===== config.mk =====
export PLATFORM = sky130hd
export DESIGN_NAME = i2c_bit_bang_master_top
export DESIGN_NICKNAME = d
export VERILOG_FILES = /design/src/hdl/i2cbb_pkg.sv /design/src/hdl/i2cbb_engine.sv /design/src/hdl/i2c_bit_bang_master_top.sv
export VERILOG_INCLUDE_DIRS = /design/src /design/src/hdl
export SDC_FILE = /design/constraint.sdc
export NUM_CORES = 1
export LEC_CHECK = 0
export ABC_AREA = 1
export BUFFER_PORTS_ARGS = -buffer_cell sky130_fd_sc_hd__buf_2
export CORE_MARGIN = 1
export CORE_UTILIZATION = 63
export CTS_CLUSTER_DIAMETER = 120
export CTS_CLUSTER_SIZE = 10
export DETAILED_ROUTE_END_ITERATION = 10
export PLACE_DENSITY = 0.85
export SETUP_SLACK_MARGIN = 0.2
export SYNTH_ARGS = -nofsm -noshare
export SYNTH_HDL_FRONTEND = slang
export SYNTH_SLANG_ARGS = --single-unit

===== constraint.sdc =====
create_clock -name aclk -period 4.65 [get_ports aclk]
set_clock_uncertainty 0.2 [all_clocks]
set_input_delay 0.2325 -clock aclk [delete_from_list [all_inputs] [get_ports aclk]]
set_output_delay 0.2325 -clock aclk [all_outputs]
set_load 0.05 [all_outputs]

===== src/hdl/i2c_bit_bang_master_top_assert.svh =====
// assertion macros for the i2c bit-bang master top level
`ifndef I2C_BIT_BANG_MASTER_TOP_ASSERT_SVH
`define I2C_BIT_BANG_MASTER_TOP_ASSERT_SVH

// same-cycle implication, checked on aclk outside reset
`define I2CBB_ASSERT_NOW(label, ante, cons) \
    label: assert property (@(posedge aclk) disable iff (!aresetn) (ante) |-> (cons)) \
        else $error("i2cbb check failed");

// next-cycle implication, checked on aclk outside reset
`define I2CBB_ASSERT_NEXT(label, ante, cons) \
    label: assert property (@(posedge aclk) disable iff (!aresetn) (ante) |=> (cons)) \
        else $error("i2cbb check failed");

`endif


===== src/hdl/i2cbb_pkg.sv =====
package i2cbb_pkg;

    // default width of the phase delay counter
    localparam int DELAY_WIDTH_DEF = 16;

    // field widths
    localparam int TICKS_W = 16;
    localparam int LEN_W   = 16;
    localparam int CFG_ADDR_W = 2;

    // item kinds
    localparam logic [1:0] OP_TICK  = 2'd0;
    localparam logic [1:0] OP_BEGIN = 2'd1;
    localparam logic [1:0] OP_DATA  = 2'd2;

    // transfer modes, the spare code runs as a write with stop
    localparam logic [1:0] MODE_READ         = 2'd0;
    localparam logic [1:0] MODE_WRITE        = 2'd1;
    localparam logic [1:0] MODE_WRITE_NOSTOP = 2'd2;
    localparam logic [1:0] MODE_SPARE        = 2'd3;

    // result status codes
    localparam logic [1:0] STATUS_OK        = 2'd0;
    localparam logic [1:0] STATUS_ADDR_NACK = 2'd1;
    localparam logic [1:0] STATUS_DATA_NACK = 2'd2;

    // read/write bit handling of the address byte
    localparam logic [7:0] RD_BIT  = 8'h01;
    localparam logic [7:0] WR_MASK = 8'hFE;

    // configuration register indexes
    localparam logic [CFG_ADDR_W-1:0] CFG_PHASE_TICKS = 2'd0;
    localparam logic [CFG_ADDR_W-1:0] CFG_TAIL_TICKS  = 2'd1;

    localparam logic [TICKS_W-1:0] TICKS_RESET = 16'd4;

    // bus sequencer phases
    typedef enum logic [4:0] {
        P_IDLE, P_START_A, P_START_B, P_START_C,
        P_WB_LOW, P_WB_HIGH, P_WB_END, P_ACK_REL, P_ACK_HIGH, P_ACK_SAMPLE,
        P_NEED, P_RD_PREP, P_RD_HIGH, P_RD_SAMPLE, P_RD_ACK, P_RD_ACK_HIGH,
        P_RD_ACK_LOW, P_STOP_A, P_STOP_B, P_STOP_C, P_FINISH,
        P_OFF_WAIT, P_OFF_HIGH
    } phase_t;

    // timing configuration
    typedef struct packed {
        logic [TICKS_W-1:0] phase_ticks;
        logic [TICKS_W-1:0] tail_ticks;
    } cfg_t;

    // one input transaction
    typedef struct packed {
        logic [1:0]       op;
        logic             sda_in;
        logic [1:0]       mode;
        logic [7:0]       device_address;
        logic [LEN_W-1:0] transfer_length;
        logic [7:0]       write_byte;
    } item_t;

    // one result transaction
    typedef struct packed {
        logic       scl_level;
        logic       sda_level;
        logic       busy_res;
        logic       need_data;
        logic       read_valid;
        logic [7:0] read_byte;
        logic       done_res;
        logic [1:0] status;
    } res_t;

endpackage


===== src/hdl/i2cbb_engine.sv =====
module i2cbb_engine #(
    parameter int DELAY_WIDTH = i2cbb_pkg::DELAY_WIDTH_DEF
) (
    input  logic              aclk,
    input  logic              aresetn,
    input  logic              fire,
    input  i2cbb_pkg::item_t  item,
    input  i2cbb_pkg::cfg_t   cfg,
    output i2cbb_pkg::res_t   res
);
    import i2cbb_pkg::*;

    phase_t                 phase_reg, phase_next;
    logic [DELAY_WIDTH-1:0] delay_reg, delay_next;
    logic [2:0]             bit_reg, bit_next;
    logic [7:0]             shift_reg, shift_next;
    logic [LEN_W-1:0]       bytes_reg, bytes_next;
    logic [1:0]             mode_reg, mode_next;
    logic                   scl_reg, scl_next;
    logic                   sda_reg, sda_next;
    logic [1:0]             status_reg, status_next;
    logic                   addr_byte_reg, addr_byte_next;
    logic                   rv, done;
    logic                   act;
    logic                   take_data;
    logic                   take_begin;
    logic [1:0]             mode_eff;
    logic [DELAY_WIDTH-1:0] ld_phase, ld_tail;

    assign ld_phase = DELAY_WIDTH'(cfg.phase_ticks);
    assign ld_tail  = DELAY_WIDTH'(cfg.tail_ticks);
    assign mode_eff = (item.mode == MODE_SPARE) ? MODE_WRITE : item.mode;

    // qualified events for this transaction
    assign take_begin = fire && item.op == OP_BEGIN && phase_reg == P_IDLE;
    assign take_data  = fire && item.op == OP_DATA && phase_reg == P_NEED
                        && delay_reg == '0;
    assign act = fire && item.op == OP_TICK && phase_reg != P_IDLE
                 && phase_reg != P_NEED && delay_reg == '0;

    // next phase and delay
    always_comb begin
        phase_next = phase_reg;
        delay_next = delay_reg;
        if (take_begin) begin
            phase_next = P_START_A;
            delay_next = ld_phase;
        end else if (take_data) begin
            phase_next = P_WB_LOW;
            delay_next = '0;
        end else if (fire && item.op == OP_TICK && phase_reg != P_IDLE
                     && delay_reg != '0) begin
            delay_next = delay_reg - DELAY_WIDTH'(1);
        end else if (act) begin
            delay_next = ld_phase;
            case (phase_reg)
                P_START_A: phase_next = P_START_B;
                P_START_B: phase_next = P_START_C;
                P_START_C: begin
                    phase_next = P_WB_LOW;
                    delay_next = '0;
                end
                P_WB_LOW:  phase_next = P_WB_HIGH;
                P_WB_HIGH: phase_next = (bit_reg == 3'd0) ? P_WB_END : P_WB_LOW;
                P_WB_END:  phase_next = P_ACK_REL;
                P_ACK_REL: phase_next = P_ACK_HIGH;
                P_ACK_HIGH: phase_next = P_ACK_SAMPLE;
                P_ACK_SAMPLE: begin
                    if (item.sda_in)
                        phase_next = P_STOP_A;
                    else if (mode_reg == MODE_READ)
                        phase_next = (bytes_reg != '0) ? P_RD_PREP : P_STOP_A;
                    else if (bytes_reg != '0)
                        phase_next = P_NEED;
                    else
                        phase_next = (mode_reg == MODE_WRITE_NOSTOP) ? P_OFF_WAIT : P_STOP_A;
                end
                P_RD_PREP: phase_next = P_RD_HIGH;
                P_RD_HIGH: phase_next = P_RD_SAMPLE;
                P_RD_SAMPLE: begin
                    phase_next = (bit_reg == 3'd0) ? P_RD_ACK : P_RD_HIGH;
                    delay_next = ld_tail;
                end
                P_RD_ACK:      phase_next = P_RD_ACK_HIGH;
                P_RD_ACK_HIGH: phase_next = P_RD_ACK_LOW;
                P_RD_ACK_LOW: begin
                    phase_next = (bytes_reg != '0) ? P_RD_PREP : P_STOP_A;
                    delay_next = '0;
                end
                P_STOP_A: phase_next = P_STOP_B;
                P_STOP_B: phase_next = P_STOP_C;
                P_STOP_C: begin
                    phase_next = P_FINISH;
                    delay_next = ld_tail;
                end
                P_OFF_WAIT: phase_next = P_OFF_HIGH;
                default: begin
                    phase_next = P_IDLE;
                    delay_next = '0;
                end
            endcase
        end
    end

    // line levels, shifter, counters and status
    always_comb begin
        bit_next       = bit_reg;
        shift_next     = shift_reg;
        bytes_next     = bytes_reg;
        mode_next      = mode_reg;
        scl_next       = scl_reg;
        sda_next       = sda_reg;
        status_next    = status_reg;
        addr_byte_next = addr_byte_reg;
        rv             = 1'b0;
        done           = 1'b0;
        if (take_begin) begin
            mode_next      = mode_eff;
            bytes_next     = item.transfer_length;
            shift_next     = (mode_eff == MODE_READ) ? (item.device_address | RD_BIT)
                                                     : (item.device_address & WR_MASK);
            status_next    = STATUS_OK;
            addr_byte_next = 1'b1;
        end else if (take_data) begin
            shift_next     = item.write_byte;
            bytes_next     = bytes_reg - LEN_W'(1);
            bit_next       = 3'd7;
            addr_byte_next = 1'b0;
        end else if (act) begin
            case (phase_reg)
                P_START_A: begin
                    sda_next = 1'b1;
                    scl_next = 1'b1;
                end
                P_START_B: sda_next = 1'b0;
                P_START_C: begin
                    scl_next = 1'b0;
                    bit_next = 3'd7;
                end
                P_WB_LOW: begin
                    scl_next = 1'b0;
                    sda_next = shift_reg[bit_reg];
                end
                P_WB_HIGH: begin
                    scl_next = 1'b1;
                    if (bit_reg != 3'd0) bit_next = bit_reg - 3'd1;
                end
                P_WB_END:   scl_next = 1'b0;
                P_ACK_REL:  sda_next = 1'b1;
                P_ACK_HIGH: scl_next = 1'b1;
                P_ACK_SAMPLE: begin
                    scl_next = 1'b0;
                    if (item.sda_in)
                        status_next = addr_byte_reg ? STATUS_ADDR_NACK : STATUS_DATA_NACK;
                end
                P_RD_PREP: begin
                    sda_next   = 1'b1;
                    shift_next = '0;
                    bit_next   = 3'd7;
                end
                P_RD_HIGH: scl_next = 1'b1;
                P_RD_SAMPLE: begin
                    shift_next = {shift_reg[6:0], item.sda_in};
                    scl_next   = 1'b0;
                    if (bit_reg == 3'd0) begin
                        bytes_next = bytes_reg - LEN_W'(1);
                        rv         = 1'b1;
                    end else begin
                        bit_next = bit_reg - 3'd1;
                    end
                end
                P_RD_ACK:      if (bytes_reg != '0) sda_next = 1'b0;
                P_RD_ACK_HIGH: scl_next = 1'b1;
                P_RD_ACK_LOW:  scl_next = 1'b0;
                P_STOP_A:      sda_next = 1'b0;
                P_STOP_B:      scl_next = 1'b1;
                P_STOP_C:      sda_next = 1'b1;
                P_FINISH:      done = 1'b1;
                P_OFF_HIGH: begin
                    scl_next = 1'b1;
                    done     = 1'b1;
                end
                default: ;
            endcase
        end
    end

    // result of this transaction
    always_comb begin
        res.scl_level  = scl_next;
        res.sda_level  = sda_next;
        res.busy_res   = (phase_next != P_IDLE);
        res.need_data  = (phase_next == P_NEED) && (delay_next == '0);
        res.read_valid = rv;
        res.read_byte  = rv ? shift_next : 8'h00;
        res.done_res   = done;
        res.status     = status_next;
    end

    // sequencer state
    always_ff @(posedge aclk) begin
        if (!aresetn) begin
            phase_reg     <= P_IDLE;
            delay_reg     <= '0;
            bit_reg       <= '0;
            shift_reg     <= '0;
            bytes_reg     <= '0;
            mode_reg      <= '0;
            scl_reg       <= 1'b1;
            sda_reg       <= 1'b1;
            status_reg    <= STATUS_OK;
            addr_byte_reg <= 1'b0;
        end else begin
            phase_reg     <= phase_next;
            delay_reg     <= delay_next;
            bit_reg       <= bit_next;
            shift_reg     <= shift_next;
            bytes_reg     <= bytes_next;
            mode_reg      <= mode_next;
            scl_reg       <= scl_next;
            sda_reg       <= sda_next;
            status_reg    <= status_next;
            addr_byte_reg <= addr_byte_next;
        end
    end

endmodule


===== src/hdl/i2c_bit_bang_master_top.sv =====
// Path: a transaction accepted into the input register is handled by the sequencer,
// and its result is captured in the result register when the output side is free.
// Throughput: one transaction per clock unless m_tready holds back a pending result.
// Reset: aresetn is synchronous and active low; it empties both registers, puts the
// sequencer in idle with both lines released and sets both tick registers to 4.
module i2c_bit_bang_master_top #(
    parameter int DELAY_WIDTH = i2cbb_pkg::DELAY_WIDTH_DEF
) (
    input  logic                                 aclk,
    input  logic                                 aresetn,
    input  logic                                 s_tvalid,
    output logic                                 s_tready,
    // sda_in, mode[2:1], device_address[10:3], transfer_length[26:11],
    // write_byte[34:27], zero fill
    input  logic [39:0]                          s_tdata,
    // op
    input  logic [1:0]                           s_tuser,
    output logic                                 m_tvalid,
    input  logic                                 m_tready,
    // scl_level, sda_level, busy_res, need_data, read_valid,
    // read_byte[12:5], done_res, status[15:14]
    output logic [15:0]                          m_tdata,
    input  logic                                 cfg_valid,
    output logic                                 cfg_ready,
    input  logic [i2cbb_pkg::CFG_ADDR_W-1:0]     cfg_addr,
    input  logic [i2cbb_pkg::TICKS_W-1:0]        cfg_data
);
    import i2cbb_pkg::*;

`include "i2c_bit_bang_master_top_assert.svh"

    item_t in_reg;
    logic  in_valid_reg;
    res_t  out_reg;
    logic  out_valid_reg;
    cfg_t  cfg_reg;
    res_t  res;
    logic  out_free;
    logic  fire;
    item_t s_item;

    // unpack the input transaction
    assign s_item.op              = s_tuser;
    assign s_item.sda_in          = s_tdata[0];
    assign s_item.mode            = s_tdata[2:1];
    assign s_item.device_address  = s_tdata[10:3];
    assign s_item.transfer_length = s_tdata[26:11];
    assign s_item.write_byte      = s_tdata[34:27];

    // handshake flow
    assign out_free  = !out_valid_reg || m_tready;
    assign fire      = in_valid_reg && out_free;
    assign s_tready  = !in_valid_reg || out_free;
    assign cfg_ready = 1'b1;
    assign m_tvalid  = out_valid_reg;
    assign m_tdata   = {out_reg.status, out_reg.done_res, out_reg.read_byte,
                        out_reg.read_valid, out_reg.need_data, out_reg.busy_res,
                        out_reg.sda_level, out_reg.scl_level};

    // input register
    always_ff @(posedge aclk) begin
        if (!aresetn) begin
            in_valid_reg <= 1'b0;
        end else if (s_tready) begin
            in_valid_reg <= s_tvalid;
        end
    end

    always_ff @(posedge aclk) begin
        if (s_tready && s_tvalid) begin
            in_reg <= s_item;
        end
    end

    // result register
    always_ff @(posedge aclk) begin
        if (!aresetn) begin
            out_valid_reg <= 1'b0;
        end else if (out_free) begin
            out_valid_reg <= in_valid_reg;
        end
    end

    always_ff @(posedge aclk) begin
        if (fire) begin
            out_reg <= res;
        end
    end

    // timing registers
    always_ff @(posedge aclk) begin
        if (!aresetn) begin
            cfg_reg.phase_ticks <= TICKS_RESET;
            cfg_reg.tail_ticks  <= TICKS_RESET;
        end else if (cfg_valid && cfg_ready) begin
            case (cfg_addr)
                CFG_PHASE_TICKS: cfg_reg.phase_ticks <= cfg_data;
                CFG_TAIL_TICKS:  cfg_reg.tail_ticks  <= cfg_data;
                default: ;
            endcase
        end
    end

    // bus sequencer
    i2cbb_engine #(
        .DELAY_WIDTH (DELAY_WIDTH)
    ) u_engine (
        .aclk    (aclk),
        .aresetn (aresetn),
        .fire    (fire),
        .item    (in_reg),
        .cfg     (cfg_reg),
        .res     (res)
    );

    // checks
    `I2CBB_ASSERT_NOW(a_done_not_busy, out_valid_reg && out_reg.done_res, !out_reg.busy_res)
    `I2CBB_ASSERT_NOW(a_read_not_need, out_valid_reg && out_reg.read_valid, !out_reg.need_data)
    `I2CBB_ASSERT_NEXT(a_fire_gives_result, fire, out_valid_reg)

endmodule

# Yosys cells after proc, flatten, opt, wreduce, memory -nomap -nowiden

Cells that the tools add are included.

Register bits after elaboration: 142
Output and inout bits: 19
Word-level logic and storage cells: 172

$add $sub $neg: 3
Order comparisons: 1
Equality and inequality tests: 31
Muxes and demuxes: 58
Bitwise operators: 2
Reduce and logical (&&, ||, !) cells: 49

Operators by type and width:

| cell                                                 | count |
|---|---|
| two-way mux 16 bit                                   | 9 |
| one-hot mux 5 bit (19 select lines)                  | 1 |
| equality test 5 x 4 -> 1 bit (second input constant) | 9 |
| two-way mux 5 bit                                    | 8 |
| equality test 5 bit (second input constant)          | 7 |
| zero test 16 bit                                     | 2 |
| one-hot mux 16 bit (2 select lines)                  | 1 |
| nonzero test 16 bit                                  | 2 |
| subtractor 16 x 1 -> 16 bit (second input constant)  | 2 |
| two-way mux 8 bit                                    | 3 |
| equality test 5 x 3 -> 1 bit (second input constant) | 4 |
| two-way mux 2 bit                                    | 9 |
| two-way mux 1 bit                                    | 17 |
| one-hot mux 8 bit (2 select lines)                   | 1 |
| two-way mux 3 bit                                    | 5 |
| OR reduction 15 bit                                  | 1 |
| logical AND 1 bit                                    | 13 |
| nonzero test 3 bit                                   | 4 |
| equality test 5 x 2 -> 1 bit (second input constant) | 2 |
| nonzero test 5 bit                                   | 2 |
| one-hot mux 3 bit (3 select lines)                   | 1 |
| zero test 2 bit                                      | 4 |
| OR reduction 2 bit                                   | 4 |
| OR reduction 7 bit                                   | 1 |
| 24 further kinds                                     | 32 |

# Longest topological paths before layout

Gate-level depths: netlist (run 1).

Word-level depth: 13
Depth in mapped cells: 18
Gate-level depth less buffers: 17

# Cells and area by module

From an unflattened synthesis (run 1), not the netlist that was laid out.

Cell total of the unflattened synthesis: 1,031
Area total of the unflattened synthesis: 7,584.8 sq um

Modules (own cells, without submodules):

| module                  | times used | cells each | area an instance (sq um) | seq. area each (sq um) |
|---|---|---|---|---|
| i2cbb_engine            | 1          | 757        | 4,520.6                  | 1,101.1 |
| i2c_bit_bang_master_top | 1          | 274        | 3,064.2                  | 2,272.2 |

# Worst setup path before layout (run 1)

No wires, ideal clock.

Kind: reg-to-reg
Start point: reg out_valid_reg (netlist: m_tvalid)
End point: reg in_reg[0] (netlist name) (enable)
Arrival time: 1.847 ns
Required time: 4.029 ns
Setup slack: 2.183 ns
Cell stages (with the launch flop): 4
Path buffers: 0
Clock period less this slack: 2.467 ns
Cells stage by stage: dfxtp_1 nand3_1 nand2_1 inv_1

Cells in the longest elaborated chain, start to end: 4

RTL lines:

| what                     | line                          | RTL |
|---|---|---|
| start: declaration       | i2c_bit_bang_master_top.sv:35 | `logic out_valid_reg;` |
| start signal: assignment | i2c_bit_bang_master_top.sv:80 | `out_valid_reg <= in_valid_reg;` |
| zero test 1 bit          | i2c_bit_bang_master_top.sv:51 | `assign out_free = !out_valid_reg \|\| m_tready;` |
| logical OR 1 bit         | i2c_bit_bang_master_top.sv:51 |  |
| logical OR 1 bit         | i2c_bit_bang_master_top.sv:53 | `assign s_tready = !in_valid_reg \|\| out_free;` |
| net s_tready             | i2c_bit_bang_master_top.sv:12 | `output logic s_tready,` |
| logical AND 1 bit        | i2c_bit_bang_master_top.sv:70 | `if (s_tready && s_tvalid) begin` |
| end signal: assignment   | i2c_bit_bang_master_top.sv:71 | `in_reg <= s_item;` |
| end: declaration         | i2c_bit_bang_master_top.sv:32 | `item_t in_reg;` |

The timed path passes the listed nets, and every way through them passes these cells.
A chain may end at the register's enable or synchronous reset.

==> results of run 1 <==
-- logic make-up (layout without fill, tap and decap cells) --
kind of cell,count (synthesis),in the layout,share of synthesized area (%)
AO/OA/AOI/OAI,183,183,15.05
XOR/XNOR,15,15,1.804
adder cells (fa/ha/maj),4,4,0.6874
buffers and inverters,144,278,8.128
flip-flops,141,141,45.92
other,1,2,0.05151
AND/OR/NAND/NOR,470,470,28.36
-- cells in the mapped netlist, drive strengths merged (2+ instances only) --
cell type,count
o31ai,2
nor3,13
a41oi,3
a31oi,5
inv,112
ha,4
o211ai,6
or2,3
clkbuf,18
buf,14
a211oi,6
o21ai,58
o2111ai,2
a21boi,8
xor2,11
dfxtp,89
xnor2,4
nor2,157
a21oi,76
nand2,246
edfxtp,52
o221ai,11
nand3,40
nand4,9
nor4,2
a311oi,3
-- final cells by class --
type | instances | area (sq um)
Timing Repair Buffer | 135 | 960.9
Antenna cell | 1 | 2.502
Sequential cell | 141 | 3343
Fill cell | 735 | 2225
Inverter | 112 | 420.4
Clock inverter | 11 | 121.4
Multi-Input combinational cell | 673 | 3346
Clock buffer | 20 | 436.7
Tap cell | 140 | 175.2
-- timing repair --
item,in CTS,in global routing
gates resized for setup,0,0
hold endpoints to repair,70,0
hold buffers,55,0
-- stage by stage --
step	area, sq um	std cells	worst slack [ps]	utilization [%]
floorplan	7281	958	2183	-
global placement	7695	1146	1436	69.76
detailed placement	7695	1146	1338	69.76
CTS	8803	1232	1322	79.81
global route	8806	1233	1022	79.83
finish	8806	1233	1174	79.83
-- tightest hold or removal path, delay by kind of cell --
| kind | cells | cell delay, ps |
|---|---|---|
| AND/OR/NAND/NOR | 3 | 300 |
| buffers and inverters | 1 | 90 |
-- power by group through the flow --
stage | combinational, mW | clock [mW] | sequential [mW]
after floorplan | 0.174 | 0 | 1.39
after global placement | 0.260 | 0 | 1.38
after detailed placement | 0.266 | 0 | 1.38
after CTS | 0.306 | 1.31 | 1.35
after global routing | 0.350 | 1.38 | 1.36
final | 0.322 | 1.33 | 1.35
-- worst paths after layout --
| path | startpoint | depth (start not counted) | end |
|---|---|---|---|
| max reg2reg | u_engine.delay_reg[0] | 14 | m_tdata[3] |
| max | u_engine.delay_reg[0] | 14 | m_tdata[3] |
| min | cfg_addr[1] | 4 | cfg_reg[18] |
| min reg2reg | u_engine.addr_byte_reg | 2 | u_engine.addr_byte_reg |
-- layer usage --
| layer | vias to the layer above | global-route usage (%) |
|---|---|---|
| met1 | 3256 | 46.03 |
| met2 | 433 | 61.73 |
| met3 | 87 | 9.188 |
| li1 | 3388 | - |
| met5 | - | 0 |
| met4 | 0 | 22.10 |
==> out/metrics.csv, run 1 <==
metric;value;unit
status;finished, final reports clean;
wl;21.28;mm
finalMaxSlewViolations;0;
wire_per_inst;17.26;um
start_kind;register;
cp.arrival;3560;ps
final_antenna_net_count;0;
core;0.01103;sq mm
ys_warn_count;0;
vias_per_cell;5.810;
grt_usage;38.01;%
syn_nets;1027;
combPwrFrac;10.7;%
htreeDepth;4;
cp_data_required_time;4730;ps
cp-end-kind;register;
crit_family;simple AND/OR/NAND/NOR gates;
via_count;7164;
worst-path-max-fanout;21;
place_congestion;0.9078;
p_sw;0.7787;mW
die-width;109.5;um
p_seq_share;45.0;%
power.density;341.4;mW/mm^2
grt_max_degree;39;
yosys_register_bits;141;
cts_tree;done;
irDropWorstVdd;303.4;uV
syn2layout_area_growth;20.95;%
hold_path_class;input port to register;
layout_commonest_cell;nand2_1;
start_util;66.00;%
synth_area_leader_cell;dfxtp_1;
switching_share;25.90;%
drt_iter0_drc;768;
met2WireLength;10.08;mm
synth_top_area_share;24.47;%
die_y;109.5;um
ios;84;
synth_cell_types;48;
hpwlAfterDp;12.75;mm
wl_met1;8.203;mm
critPathKind;register to register;
netlist_instances;958;
crit_buf_inv;2;
grt_pass1_wl;33.95;mm
synth_edf_count;52;
cts_buffers;17;
dieArea;0.01199;sq mm
synth_flop_cell;dfxtp_1;
layout_min_cycle_time;3476;ps
p_clk_share;44.2;%
drc;0;
path_cells;inv_1 -> ha_1 -> nand3_2 -> nor2_1 -> nand4_1 -> nand2_1 -> inv_1 -> nor2_1 -> nand2_1 -> a21oi_1 -> nand2_1 -> nor2_1 -> nand3_1 -> nor2_1;
whs;48.73;ps
rows;38;
path_clk_slew;60;ps
port-buffer-count;76;
grt_pass1_vias;6923;
final_cell_mix;nand2_1, nor2_1, inv_1;
synth_area_leaders;dfxtp_1, edfxtp_1, nand2_1, nor2_1, a21oi_1;
max_slew_margin;38.89;%
rsz0062_at_grt;no;
layout-drive-gt1-share;15.29;%
netlist_area;0.007281;sq mm
internal_power;2.227;mW
antenna_found_initial;1;
firstDrtPassIters;7;
wl_met3;2.009;mm
finalHoldViolations;0;
rrSetupSlack;1170;ps
crit_slowest_cell;nand2_1;
ys_async_sr_fraction;0;%
worstMarginPinSlew;909.7;ps
fin_nets;1149;
max_freq;0.2877;GHz
syn_avg_cell_area;7.600;sq um
power;3.006;mW
top_layer_used;met4;
setup_viol;0;
clk_latency;440;ps
cts.path.max_buffers;2;
cpPeakStageDelay;550;ps
cts_setup_buffers;0;
ys_seq_area_share;45.92;%
maxCapViolCount;0;
min_period_over_period;74.76;%
largest_register_ffs;36;
cp_common_cell;nor2_1;
cts.sinks;141;
setup_tns;0;ps
clock-root-buffer;clkbuf_16;
p_leak;3.898;nW
overflow;0;
No activity file was read; power rests on OpenSTA's default activity.
==> run 2: changes to the inputs <==
Settings changed: CORE_UTILIZATION 63 to 59, PLACE_DENSITY 0.85 to 0.8.
Clock period 4.65 ns to 3.3 ns, I/O delays scaled along.
==> run 2 against run 1 <==
  * Global-route usage is 4.9 points lower
  * Clock power is 52% higher
  * Fmax is 17% higher
  * Largest power group is now clock
  * Register-to-register slack worse by 840 ps
  * Clock-buffer cell count is 3 higher
  * Hold slack better by 8.4 ps
==> out/metrics.csv, run 2 (same netlist as run 1, synthesis figures left out) <==
metric;value;unit
finalHoldViolations;0;
min_period_over_period;89.77;%
stdcell_area;0.008954;sq mm
layout_commonest_cell;nand2_1;
wl;20.40;mm
drc;0;
die-width;113.1;um
place_congestion;0.9106;
clock-root-buffer;clkbuf_16;
finalMaxSlewViolations;0;
r2r_cells;15;
syn2layout_area_growth;22.98;%
cts.path.max_buffers;2;
htreeDepth;4;
ios;84;
post-place-ws;392.2;ps
grt_pass1_wl;32.49;mm
setup_tns;0;ps
cp-end-kind;register;
grt_usage;33.16;%
setup_viol;0;
clk_latency;430;ps
overflow;0;
finalCoreUtilization;74.54;%
cp.arrival;3040;ps
power;4.382;mW
place_area;0.007726;sq mm
status;finished, final reports clean;
critPathKind;register to register;
power.density;489.4;mW/mm^2
cp_data_required_time;3380;ps
max_freq;0.3376;GHz
max_slew_margin;22.37;%
hpwlAfterDp;12.52;mm
final_cell_mix;nand2_1, nor2_1, inv_1;
path_clk_slew;60;ps
final_antenna_net_count;0;
setup_ws;337.5;ps
fill_cells;882;
start_util;60.61;%
irDropWorstVdd;418.6;uV
grt_max_degree;60;
maxCapViolCount;0;
wire_per_inst;16.34;um
port-buffer-count;76;
layout-drive-gt1-share;15.99;%
die_y;113.1;um
largest_register_ffs;36;
dieArea;0.01279;sq mm
layout_min_cycle_time;2963;ps
drt_iter0_drc;610;
cts_buffers;17;
antenna_found_initial;0;
hold_path_class;input port to register;
worstMarginPinSlew;1163;ps
cts.sinks;141;
core;0.01201;sq mm
start_kind;register;
p_leak;3.985;nW
rows;40;
grt_pass1_vias;6599;
antennaDiodeCount;0;
firstDrtPassIters;6;
rsz0062_at_grt;no;
fin_nets;1157;
worst-path-max-fanout;13;
cts_tree;done;
via_count;7023;
min_path_cells;2;
vias_per_cell;5.627;
[run 2: changes by cell type in the layout (fill, tap and decap cells not counted), sizes merged]
cell         change
diode            -1
clkinvlp         -4
buf              +5
bufinv           +1
clkinv           +1
clkbuf           +3
dlygate4sd3      +3
[run 2: cell type report]
type,instances,area (sq um),share of cell area [%]
tap,147,183.9,2.054
clock buffer,23,489.2,5.464
timing repair buffer,143,1028,11.49
clock inverter,9,131.4,1.467
multi-input combinational,673,3357,37.49
inverter,112,420.4,4.695
sequential,141,3343,37.34
[run 2: critical path: stages (launching register included)]
cell	delay (ps)
dfxtp_1	330
inv_1	100
ha_1	210
nand3_2	140
nor2_1	240
nand4_1	220
nand2_2	230
buf_4	220
o21ai_0	110
inv_1	90
nand2_1	70
a21oi_1	210
nand2_1	80
nor2_1	110
nand3_1	130
nor2_1	120
[run 2: final timing paths]
kind                           end             startpoint  slack [ps]
max                     m_tdata[3]  u_engine.delay_reg[0]         340
min reg2reg  u_engine.bytes_reg[5]  u_engine.bytes_reg[5]         260
max reg2reg             m_tdata[3]  u_engine.delay_reg[0]         340
min                    cfg_reg[18]                aresetn          60
[run 2: layer usage]
layer  share of wire [%]  vias up  GRT usage, %
met5                   0        -             0
met4                 3.4        0         15.96
met3                 7.3       71         7.124
met2                  48      344         55.21
met1                  42     3210         41.06
li1                    -     3398             -
[run 2: stage by stage]
stage,hold WS [ps],std cells
6_report,57.16,1248
5_1_grt,57.09,1248
4_1_cts,25.82,1246
3_5_place_dp,143.1,1156
3_3_place_gp,141.5,1156
2_1_floorplan,63.87,958
[run 2: timing repair]
| item | CTS | global route |
|---|---|---|
| gates resized for setup | 0 | 3 |
| hold buffers | 58 | 0 |
| endpoints found under the setup margin | 0 | 1 |
| endpoints found under the hold margin | 70 | 0 |
| buffers inserted | 0 | 2 |
[run 2: power by group]
part / switching, mW / total, mW / internal (mW) / leakage (nW)
registers: 0.0344 / 1.91 / 1.87 / 1.22
logic: 0.290 / 0.456 / 0.166 / 2.46
clock network: 0.745 / 2.02 / 1.28 / 0.307
total: 1.07 / 4.38 / 3.31 / 3.99
==> run 3: changes to the inputs <==
Settings changed: CORE_MARGIN 1 to 4, SYNTH_HIERARCHICAL set to 1.
==> run 3 against run 2 <==
  * Sequential share of layout area is 0.54 points lower
  * Final cell count is 6.8% higher
  * Core utilization is 2.3 points lower
  * Largest cell class unchanged
==> out/metrics.csv, run 3 <==
metric;value;unit
cts_buffers;17;
finalHoldViolations;0;
finalCoreUtilization;72.28;%
layout_commonest_cell;nand2_1;
firstDrtPassIters;8;
hpwlAfterDp;12.81;mm
clock-root-buffer;clkbuf_16;
postCtsHoldBufs;57;
antenna_found_initial;0;
grt_pass1_wl;34.44;mm
cp-end-kind;register;
status;finished, final reports clean;
wl;20.96;mm
setup_ws;439.7;ps
ys_warn_count;6;
largest_register_ffs;36;
fin_nets;1218;
max_slew_margin;46.85;%
grt_max_degree;53;
fill_cells;943;
power.density;458.9;mW/mm^2
layout_min_cycle_time;2860;ps
irDropWorstVdd;379.4;uV
whs;103.1;ps
syn2layout_area_growth;20.26;%
rsz0062_at_grt;no;
vias_per_cell;5.517;
worst-path-max-fanout;27;
start_util;60.11;%
grt_pass1_vias;7060;
port-buffer-count;76;
final_antenna_net_count;0;
syn_nets;1100;
syn_avg_cell_area;7.335;sq um
ctsResizeCount;0;
rows;41;
via_count;7354;
cts.sinks;141;
internal_power;3.106;mW
core;0.01257;sq mm
crit_slowest_cell;dlygate4sd3_1;
htreeDepth;4;
place_congestion;0.9342;
maxCapViolCount;0;
p_leak;4.179;nW
clk_latency;420;ps
cpPeakStageDelay;530;ps
cp.arrival;3000;ps
overflow;0;
finalMaxSlewViolations;0;
critPathKind;input port to register;
die_y;121.2;um
min_period_over_period;86.68;%
p_seq_share;46.0;%
p_sw;1.063;mW
crit_buf_inv;6;
worstMarginPinSlew;796.4;ps
max_freq;0.3496;GHz
antennaDiodeCount;0;
cts_setup_buffers;0;
cp_data_required_time;3440;ps
post-place-ws;582.7;ps
dieArea;0.01468;sq mm
switching_share;25.49;%
drt_iter0_drc;737;
path_cells;dlygate4sd3_1 -> buf_2 -> inv_1 -> a21oi_2 -> nand2_1 -> nor2_1 -> nand2_1 -> inv_2 -> nand4_4 -> nor2_4 -> inv_2 -> nor2_8 -> nor2_4 -> clkinv_2 -> o21ai_0 -> a21oi_1;
drc;0;
setup_tns;0;ps
layout-drive-gt1-share;14.38;%
grt_usage;29.58;%
final_cell_mix;nand2_1, nor2_1, inv_1;
die-width;121.2;um
combPwrFrac;11.7;%
crit_family;buffers and inverters;
netlist_instances;1030;
cts_tree;done;
setup_viol;0;
power;4.169;mW
netlist_area;0.007555;sq mm
path_clk_slew;60;ps
ios;84;
start_kind;input port;
hold_path_class;input port to register;
cts.path.max_buffers;2;
wire_per_inst;15.72;um
p_clk_share;42.3;%
run 3: area by class of cell:
cell class / count / area, sq um / area share, %
clock buffer: 21 / 450.4 / 4.958
clock inverter: 11 / 95.09 / 1.047
inverter: 118 / 444.2 / 4.889
multi-input combinational: 726 / 3503 / 38.56
sequential: 141 / 3343 / 36.80
tap: 172 / 215.2 / 2.369
timing repair buffer: 144 / 1033 / 11.38
run 3: power by group through the flow:
stage / Sequential (mW) / Clock, mW / Combinational, mW
4_1_cts: 1.91 / 1.77 / 0.467
3_5_place_dp: 1.95 / 0 / 0.409
2_1_floorplan: 1.96 / 0 / 0.277
6_report: 1.92 / 1.76 / 0.488
5_1_grt: 1.92 / 1.87 / 0.535
3_3_place_gp: 1.95 / 0 / 0.402
run 3: through the flow:
step                cell area (sq um)  std cells
finish                           9085       1333
global route                     9085       1333
CTS                              9085       1333
detailed placement               7969       1244
global placement                 7969       1244
floorplan                        7559       1030
run 3: final timing paths:
| check | startpoint | endpoint | slack [ps] | cells after the start |
|---|---|---|---|---|
| setup / recovery | m_tready | u_engine/bytes_reg[0] | 440 | 16 |
| hold / removal | aresetn | u_engine/bytes_reg[13] | 100 | 3 |
| setup reg to reg | u_engine/delay_reg[0] | u_engine/bytes_reg[0] | 450 | 12 |
| hold reg to reg | u_engine/mode_reg[0] | u_engine/mode_reg[0] | 270 | 2 |
run 3: routing by layer:
metal  global-route usage (%)  part of all wire [%]
met3                    6.247                   7.9
met1                    38.93                    42
met5                        0                     0
met4                    12.68                   2.9
met2                    47.34                    47
run 3: worst reg2reg max path: stages (launching register included):
cell and delay [ps]:
dfxtp_1 350, inv_1 90, ha_1 220, nand3_1 160, nor2_2 230, nand4_4 300, nor2_4 220, inv_2 110
nor2_8 150, nor2_4 70, clkinv_2 270, o21ai_0 180, a21oi_1 210
